`src/rtl/core/kdk_ram.sv`:
```
// Generic single-port-write, single-port-read RAM with registered read data.
module kdk_ram #(
  parameter int WIDTH = 8,
  parameter int DEPTH = 16
) (
  input  logic                                    clk,
  input  logic                                    we,
  input  logic [((DEPTH > 1) ? $clog2(DEPTH) : 1)-1:0] waddr,
  input  logic [WIDTH-1:0]                        wdata,
  input  logic                                    re,
  input  logic [((DEPTH > 1) ? $clog2(DEPTH) : 1)-1:0] raddr,
  output logic [WIDTH-1:0]                        rdata
);

  logic [WIDTH-1:0] mem [DEPTH];

  always_ff @(posedge clk) begin
    if (we) begin
      mem[waddr] <= wdata;
    end
    if (re) begin
      rdata <= mem[raddr];
    end
  end

endmodule

```
`config.mk`:
```
export PLATFORM = sky130hd
export DESIGN_NAME = kdk_ram
export DESIGN_NICKNAME = d
export VERILOG_FILES = /design/src/rtl/core/kdk_ram.sv
export SDC_FILE = /design/constraint.sdc
export NUM_CORES = 1
export LEC_CHECK = 0
export ABC_AREA = 1
export BUFFER_PORTS_ARGS = -buffer_cell sky130_fd_sc_hd__clkbuf_2
export CORE_MARGIN = 2
export CORE_UTILIZATION = 35
export CTS_CLUSTER_SIZE = 16
export DETAILED_ROUTE_END_ITERATION = 8
export GPL_TIMING_DRIVEN = 0
export MAX_ROUTING_LAYER = met4
export SLEW_MARGIN = 10
export SYNTH_ARGS = -nofsm -noshare
export SYNTH_HDL_FRONTEND = slang
export SYNTH_SLANG_ARGS = --single-unit
```
`constraint.sdc`:
```
create_clock -name clk -period 2.65 [get_ports clk]
set_input_delay 0.3975 -clock clk [delete_from_list [all_inputs] [get_ports clk]]
set_output_delay 0.3975 -clock clk [all_outputs]
set_load 0.005 [all_outputs]
```
[Yosys cells after proc, flatten, opt, wreduce, memory -nomap -nowiden]
Memory sizes are Yosys's and may differ from the RTL's. A register that Yosys moved wholly into a read port is not among the register bits.
Cells that the tools add are included.
Storage, ports and cells
  output and inout port bits: 8
  RAM bits: 128
  memories kept: 1
  bits in registers: 0
Operators by class
  muxes and demuxes: 2
Memories
  mem: words 16, width 8, rd ports 1, clocked after memory_dff 1, wr ports 1, RTL line 15  | logic [WIDTH-1:0] mem [DEPTH];
Operator list (number)
  $mux 1: 2

[Logic depth before layout (Yosys ltp)]
Gate-level depths: netlist (run 1).
  depth after elaboration: 2
  depth in mapped cells: 8

[Worst setup path after synthesis (run 1)]
No wires, ideal clock.
  path kind: input-to-reg
  from: input port waddr[2] (netlist bit)
  to: memory mem[10][0], enable pin
  stages on the path: 2
  data arrival time: 978 ps
  path buffers: 0
  slack: 1302 ps
  path through: nand3b_1 -> nor2_1
RTL lines
  start: declaration: RTL line 8  | input logic [((DEPTH > 1) ? $clog2(DEPTH) : 1)-1:0] waddr,
  end: declaration: RTL line 15
Straight into the memory's write port.

[Worst setup path after layout (run 1)]
  from: input port waddr[3] (netlist bit)
  to: memory mem[5][0], enable pin
Straight into the memory's write port.

==> flow_summary.yaml, run 1 <==
outcome:
  status: "complete, no violations"
setup_path:
  cp-end-kind: "flop"
  r2r_cells: 6
  worstPathArrival_ps: 1510
  r2r_end: "rdata[2]"
  critPathMaxFanout: 8
  critPathRequiredTime_ps: 2700
  crit_type: "input pin to flop"
  r2r_start: "mem[9][2]"
  regToRegSetupSlack_ps: 1470
  critPathLaunchType: "input pin"
route:
  wl_um: 14200
  dr.first_iter.drc_count: 331
  dr_total_vias: 3845
  wire_per_inst_um: 17.2
  via_per_inst: 4.65
  post-route-drc-count: 0
  antenna_left: 0
  drt_pass1_iterations: 5
sta:
  rsz0062_at_grt: "false"
  worst_slack_ps: 1190
  tightest_slew_ps: 938
  timing.final.crit_share: 0.552
  skew_ps: 7.36
  fin_tns_setup_ps: 0
  relSlewSlack: 0.372
  period_minus_slack_ps: 1460
  slew_violations: 0
  hold_slack_ps: 312
  timing.fmax_mhz: 683
  hold_viol: 0
  setup_viol: 0
layout:
  layout_common_cells: "nand2_1 (173), edfxtp_1 (136), inv_1 (100), nand3_1 (97), clkbuf_2 (23)"
  final_area_um2: 6850
  final_common_cell: "nand2_1"
  post-route-util: 0.416
  antenna_cells: 0
  drive_gt1_frac: 0.127
  fin_nets: 612
  syn_to_final_growth_pct: 17.1
  final_cells: 826
clocking:
  hold_buffers: 0
  insertion_delay_ps: 430
  cts_buffers: 17
  clock_path_buffers: 2
  cts_sinks: 136
  clockRootBuffer: "clkbuf_16"
  post_cts_buffers: 0
  tritoncts: "yes"
  path_clk_slew_ps: 60
  ctsResizeCount: 0
  cts-htree-levels: 4
power:
  p_int_mw: 4.07
  power_frac_clock: 0.470
  power.density_nw_per_um2: 757
  leakagePower_nw: 2.93
  p_switching_mw: 1.11
  ir_drop_uv: 509
  finalPower_mw: 5.18
  seqPwrFrac: 0.470
  combinationalPowerShare: 0.060
  swShare: 0.214
floorplan:
  fp-row-count: 47
  die_h_um: 133
  chipWidth_um: 133
  core_region_area_um2: 16500
  die_area_um2: 17800
  io_pins: 27
  start_util: 0.355
grt:
  grt_pass1_vias: 3797
  grt_antenna_before_repair: 0
  grt_max_degree: 17
  grt_pass1_wl_um: 22000
  overflow: 0
  grt_usage: 0.177
place:
  io_buffers: 23
  placed_cell_area_um2: 6240
  place.gp.congestion: 0.874
  hpwl_um: 9360
  place_ws_ps: 699
  dp_cells: 794
hold_path:
  holdPathStages: 1
  hold_class: "input pin to flop"
  min_from: "re"
  min_to: "rdata[7]"
synth:
  yosys_warnings: 0
  synth.distinct_cells: 11
  syn_avg_cell_area_um2: 10.6
  synth.yosys.seq_area_share: 0.698
  synthesis.area_um2: 5850
  yosysTopAreaCellShare: 0.698
  ys_top_cells_by_area: "edfxtp_1 (70%), nand2_1 (11%), nand3_1 (8.3%)"
  syn_nets: 570
  synth_top_area_cell: "edfxtp_1"
  synth_seq_cells: 136
  synthCells: 551
run:
  cap_violations: 0
## registers in the layout (all words and copies together) (netlist names)
signal  flops
mem       128
rdata       8
## worst max-delay path by stage
stage                        start    endpoint  slack, ps  cells after the start
after CTS                 waddr[3]   mem[4][3]       1150                      3
after floorplan           waddr[2]  mem[10][0]       1300                      2
after global placement    waddr[3]   mem[5][4]        800                      3
after detailed placement  waddr[3]   mem[4][5]        700                      3
final                     waddr[3]   mem[5][0]       1190                      3
after global routing      waddr[3]   mem[4][3]       1080                      3
## worst max-delay path: stages
cell and delay (ps):
clkbuf_2 100, nand3b_1 260, nor2_1 740
## synthesized netlist by cell type
| cell | count |
|---|---|
| inv_2 | 2 |
| nor2_1 | 17 |
| inv_1 | 100 |
| nand2_1 | 173 |
| buf_6 | 6 |
| buf_1 | 1 |
| buf_4 | 4 |
| nand3b_1 | 2 |
| edfxtp_1 | 136 |
| nand3_1 | 97 |
| buf_2 | 13 |
## power by group through the flow
stage	logic [mW]	registers [mW]	clock network, mW
after detailed placement	0.309	2.48	0
final	0.310	2.44	2.43
after global routing	0.344	2.44	2.55
after floorplan	0.170	2.48	0
after CTS	0.310	2.44	2.45
after global placement	0.305	2.48	0
## kinds of logic (layout without fill, tap and decap cells)
kind of cell	Yosys count	after routing	share of synthesized area
buf+inv	126	181	0.0939
flops	136	136	0.698
simple gates	289	289	0.208
## final cells by class
cell class | instances | area (um^2)
fillers | 1573 | 9620
flip-flops and latches | 136 | 4080
multi-input cells | 289 | 1210
clock buffers | 17 | 425
inverters | 102 | 383
well taps | 220 | 275
clock inverters | 15 | 184
plain buffers | 24 | 166
repair buffers | 23 | 115
## per-layer routing
layer | wire length [um] | track usage
met1 | 6590 | 0.241
met2 | 6270 | 0.253
met3 | 952 | 0.0441
met4 | 362 | 0.0768
met5 | 0 | -
Note: power is estimated with default switching activity, not from simulation.
==> run 2: changes to the inputs <==
- clock period: 2.65 -> 1.5 ns (I/O delays scaled with it)
==> run 2 against run 1 <==
  * Global-route usage fell by 0.059 points
  * First-iteration DRC count rose by 6.6%
  * Die area did not move
  * Sequential share of layout area did not move
  * Count of clock-buffer cells in the layout did not move
  * Register-to-register slack got worse by 1100 ps
  * Sequential power rose by 76%
  * Critical path type unchanged
  * Largest cell class unchanged
==> flow_summary.yaml, run 2 (synthesis gave the netlist of run 1 again) <==
sta:
  rsz0062_at_grt: "false"
  period_minus_slack_ps: 1300
  relSlewSlack: 0.359
  timing.fmax_mhz: 769
  timing.final.crit_share: 0.867
  tightest_slew_ps: 958
  hold_viol: 0
  setup_viol: 0
  skew_ps: 7.78
  slew_violations: 0
hold_path:
  hold_class: "input pin to flop"
  min_from: "re"
  holdPathStages: 1
  min_to: "rdata[2]"
place:
  dp_cells: 794
  io_buffers: 23
  place.gp.congestion: 0.874
  hpwl_um: 9360
setup_path:
  regToRegSetupSlack_ps: 340
  r2r_end: "rdata[2]"
  crit_type: "input pin to flop"
  crit_slowest_cell: "nor2_1"
  crit_family: "simple AND/OR/NAND/NOR gates"
  critPathLaunchType: "input pin"
  r2r_start: "mem[9][2]"
  path_cells: "clkbuf_2 > nand3b_1 > nor2_1"
  crit_buf_inv: 1
  r2r_cells: 6
  cp-end-kind: "flop"
  worstPathArrival_ps: 1350
  critPathRequiredTime_ps: 1540
  cpPeakStageDelay_ps: 740
  critPathMaxFanout: 8
floorplan:
  io_pins: 27
  fp-row-count: 47
  chipWidth_um: 133
  die_h_um: 133
  start_util: 0.355
  die_area_um2: 17800
  core_region_area_um2: 16500
layout:
  fin_nets: 612
  max_flop_register: "mem"
  n_fill_cell: 1573
  antenna_cells: 0
  layout_common_cells: "nand2_1 (173), edfxtp_1 (136), inv_1 (100), nand3_1 (97), clkbuf_2 (23)"
  largest_reg_flops: 128
  reg_top3: "mem (128), rdata (8)"
  final_cells: 826
  final_common_cell: "nand2_1"
  drive_gt1_frac: 0.127
  syn_to_final_growth_pct: 17.1
grt:
  grt_antenna_before_repair: 0
  grt_pass1_wl_um: 22000
  grt_pass1_vias: 3797
  grt_usage: 0.177
  grt_max_degree: 17
  overflow: 0
clocking:
  post_cts_buffers: 0
  hold_buffers: 0
  cts-htree-levels: 4
  cts_buffers: 17
  tritoncts: "yes"
  path_clk_slew_ps: 60
  cts_sinks: 136
  insertion_delay_ps: 420
  clockRootBuffer: "clkbuf_16"
  clock_path_buffers: 2
  ctsResizeCount: 0
route:
  post-route-drc-count: 0
  drt_pass1_iterations: 5
  wire_per_inst_um: 17.2
  dr.first_iter.drc_count: 353
  antenna_left: 0
  dr_total_vias: 3836
  via_per_inst: 4.64
  wl_um: 14200
power:
  leakagePower_nw: 2.93
  power.density_nw_per_um2: 1340
  ir_drop_uv: 887
  finalPower_mw: 9.15
run:
  cap_violations: 0
outcome:
  status: "complete, no violations"
## run 2: area by class of cell
class / count / area (um^2) / share of cell area
sequential: 136 / 4080 / 0.596
inverter: 102 / 383 / 0.0559
timing repair buffer: 23 / 115 / 0.0168
multi-input combinational: 289 / 1210 / 0.177
clock inverter: 15 / 184 / 0.0269
tap: 220 / 275 / 0.0402
clock buffer: 17 / 425 / 0.0621
buffer: 24 / 166 / 0.0243
## run 2: worst max path at each step
stage,slack [ps],endpoint,depth (start not counted),start
6_report,200,mem[5][0],3,waddr[3]
5_1_grt,100,mem[4][3],3,waddr[3]
4_1_cts,170,mem[4][3],3,waddr[3]
3_5_place_dp,-280,mem[4][5],3,waddr[3]
3_3_place_gp,-180,mem[5][4],3,waddr[3]
2_1_floorplan,320,mem[10][0],2,waddr[2]
## run 2: routing by layer
metal / global-route usage / share of wire
met5: - / 0
met4: 0.0780 / 0.024
met3: 0.0419 / 0.062
met2: 0.252 / 0.44
met1: 0.241 / 0.47
## run 2: through the flow
stage,instance area [um^2],TNS (ps),utilization,hold WS (ps),worst slack [ps]
after global routing,6850,0,0.416,142,101
after floorplan,5850,0,-,324,324
after CTS,6850,0,0.416,134,168
final,6850,0,0.416,142,199
after detailed placement,6240,-16800,0.379,576,-278
after global placement,6240,-12830,0.379,567,-182
## run 2: worst register-to-register path: cells and delay by family, from the launching register on
family / cells / cell delay (ps)
buf+inv: 1 / 60
simple gates: 5 / 470
flops: 1 / 360
## run 2: report_power, final
part	internal, mW	switching [mW]	total [mW]
Combinational	0.159	0.390	0.549
Clock	2.75	1.55	4.30
Sequential	4.28	0.0195	4.30
Total	7.19	1.96	9.15
==> run 3: changes to the inputs <==
- ABC_AREA: 1 -> 0
==> run 3 against run 2 <==
  * The run now ends with negative setup slack left
  * Largest cell class unchanged
  * First-iteration DRC count shrank 45%
  * Utilization is 0.35 points higher
  * Clock power shrank 21%
  * Critical path depth stayed put
  * Fmax shrank 15%
==> flow_summary.yaml, run 3 <==
hold_path:
  hold_class: "input pin to flop"
  holdPathStages: 1
  min_to: "rdata[7]"
  min_from: "re"
layout:
  largest_reg_flops: 128
  syn_to_final_growth_pct: 17.0
  final_area_um2: 6120
  fin_nets: 292
  reg_top3: "mem (128), rdata (8)"
  final_common_cell: "edfxtp_1"
  antenna_cells: 0
  post-route-util: 0.419
  layout_common_cells: "edfxtp_1 (136), clkbuf_2 (25), mux4_2 (24), clkbuf_16 (17), nor2_1 (10)"
  drive_gt1_frac: 0.340
  max_flop_register: "mem"
synth:
  syn_avg_cell_area_um2: 22.8
  synth.yosys.seq_area_share: 0.781
  synth_top_area_cell: "edfxtp_1"
  yosysTopAreaCellShare: 0.781
  yosys_warnings: 0
  synth.most_common_cell: "edfxtp_1"
  ys_top_cells_by_area: "edfxtp_1 (78%), mux4_2 (7.8%), mux4_1 (7.0%)"
  synth_seq_cells: 136
  synth_edf_count: 136
  synthCells: 229
  async_flop_share: 0
  synthesis.area_um2: 5230
  synth_commonest_cells: "edfxtp_1 (136), mux4_2 (18), a22oi_1 (16)"
  synth-main-ff-cell: "edfxtp_1"
  synth.distinct_cells: 18
  syn_nets: 248
grt:
  grt_max_degree: 17
  grt_pass1_vias: 2473
  grt_pass1_wl_um: 15500
  overflow: 0
  grt_usage: 0.142
  grt_antenna_before_repair: 0
clocking:
  cts_sinks: 136
  hold_buffers: 0
  cts-htree-levels: 4
  clockRootBuffer: "clkbuf_16"
  tritoncts: "yes"
  path_clk_slew_ps: 50
  clock_path_buffers: 2
  insertion_delay_ps: 410
  cts_buffers: 17
route:
  via_per_inst: 5.17
  wl_um: 10400
  post-route-drc-count: 0
  antenna_left: 0
  drt_pass1_iterations: 4
  dr.first_iter.drc_count: 195
  wire_per_inst_um: 22.3
  dr_total_vias: 2410
floorplan:
  chipWidth_um: 126
  start_util: 0.358
  fp-row-count: 44
  io_pins: 27
  die_area_um2: 15900
  die_h_um: 126
  core_region_area_um2: 14600
power:
  swShare: 0.204
  ir_drop_uv: 899
  leakagePower_nw: 1.98
  p_switching_mw: 1.66
  power.density_nw_per_um2: 1330
  combinationalPowerShare: 0.053
  p_int_mw: 6.48
  power_frac_clock: 0.418
  seqPwrFrac: 0.529
setup_path:
  r2r_end: "rdata[1]"
  cpPeakStageDelay_ps: 510
  critPathRequiredTime_ps: 1640
  critPathMaxFanout: 1
  crit_type: "flop to flop"
  crit_buf_inv: 0
  r2r_start: "mem[0][1]"
  path_cells: "mux4_2 > a22oi_2 > nand2_1"
  r2r_cells: 3
  critPathLaunchType: "flop"
  cp-end-kind: "flop"
  crit_slowest_cell: "mux4_2"
  cp-startpoint: "mem[0][1]"
  regToRegSetupSlack_ps: -40
  worstPathArrival_ps: 1670
  crit_family: "multiplexers"
outcome:
  violations: "negative setup slack"
  status: "complete, but fails checks"
sta:
  rsz0062_at_grt: "true"
  period_minus_slack_ps: 1540
  tightest_slew_ps: 940
  timing.fmax_mhz: 650
  slew_violations: 0
  fin_tns_setup_ps: -40.6
  relSlewSlack: 0.371
  worst_slack_ps: -39.0
  hold_viol: 0
  skew_ps: 6.72
  setup_viol: 2
  timing.final.crit_share: 1.03
place:
  hpwl_um: 6560
  place.gp.congestion: 0.829
  placed_cell_area_um2: 5610
  io_buffers: 25
run:
  cap_violations: 0
==> run 3: changes by cell type after synthesis, moves of 4 or more <==
cell	delta
a22oi_1	+16
buf_2	-10
inv_1	-100
mux4_1	+14
mux4_2	+18
nand2_1	-164
nand3_1	-96
nor2_1	-4
nor3_1	+4
==> run 3: worst register-to-register path, delay by kind of cell (launching register included) <==
family / cells / cell delay, ps
compound gates: 1 / 270
flops: 1 / 370
mux: 1 / 510
simple gates: 1 / 130
==> run 3: cell type report <==
class	instances	area, um^2
fillers	1229	8470
flip-flops and latches	136	4080
multi-input cells	83	1110
clock buffers	18	429
well taps	184	230
repair buffers	25	125
plain buffers	10	93.8
clock inverters	10	41.3
==> run 3: how the worst max path moves through the flow <==
stage                      endpoint  slack [ps]  cells past startpoint
after floorplan            rdata[1]          -1                      5
after global placement    mem[8][3]        -540                      3
after detailed placement  mem[2][0]        -460                      3
after CTS                  rdata[1]           7                      3
after global routing       rdata[1]         -50                      3
final                      rdata[1]         -40                      3
==> run 3: logic make-up (layout without fill, tap and decap cells) <==
| group | count (synthesis) | count (layout) | synth area share |
|---|---|---|---|
| AND/OR/NAND/NOR | 35 | 35 | 0.0314 |
| flip-flops | 136 | 136 | 0.781 |
| buffers and inverters | 10 | 63 | 0.0165 |
| AO/OA/AOI/OAI | 16 | 16 | 0.0230 |
| multiplexers | 32 | 32 | 0.148 |
==> run 3: power by group through the flow <==
stage	Sequential, mW	Clock, mW	Combinational, mW
floorplan	4.38	0	0.219
global route	4.31	3.63	0.471
detailed placement	4.38	0	0.416
finish	4.31	3.40	0.434
CTS	4.31	3.46	0.437
global placement	4.38	0	0.406
==> run 3: layer usage <==
metal / vias to the layer above / track usage / share of wire / routed length [um]
li1: 1061 / - / - / -
met4: 0 / 0.0388 / 0.012 / 121
met1: 1261 / 0.197 / 0.45 / 4650
met3: 10 / 0.0489 / 0.070 / 726
met2: 78 / 0.202 / 0.47 / 4870
met5: - / - / 0 / 0
==> run 3: repair_timing <==
item | 4_1_cts | 5_1_grt
hold endpoints to repair | 0 | 0
endpoints found under the setup margin | 16 | 21
cloned | 0 | 0
pin swaps | 3 | 3
gates resized for setup | 14 | 5
setup buffers | 0 | 0
==> run 3: metrics by stage <==
stage | setup WS [ps] | hold slack (ps) | power [mW] | instances
2_1_floorplan | -0.964 | 324 | 4.60 | 229
3_3_place_gp | -540 | 577 | 4.78 | 438
3_5_place_dp | -456 | 601 | 4.80 | 438
4_1_cts | 7.09 | 175 | 8.20 | 466
5_1_grt | -47.8 | 178 | 8.41 | 466
6_report | -39.0 | 179 | 8.14 | 466
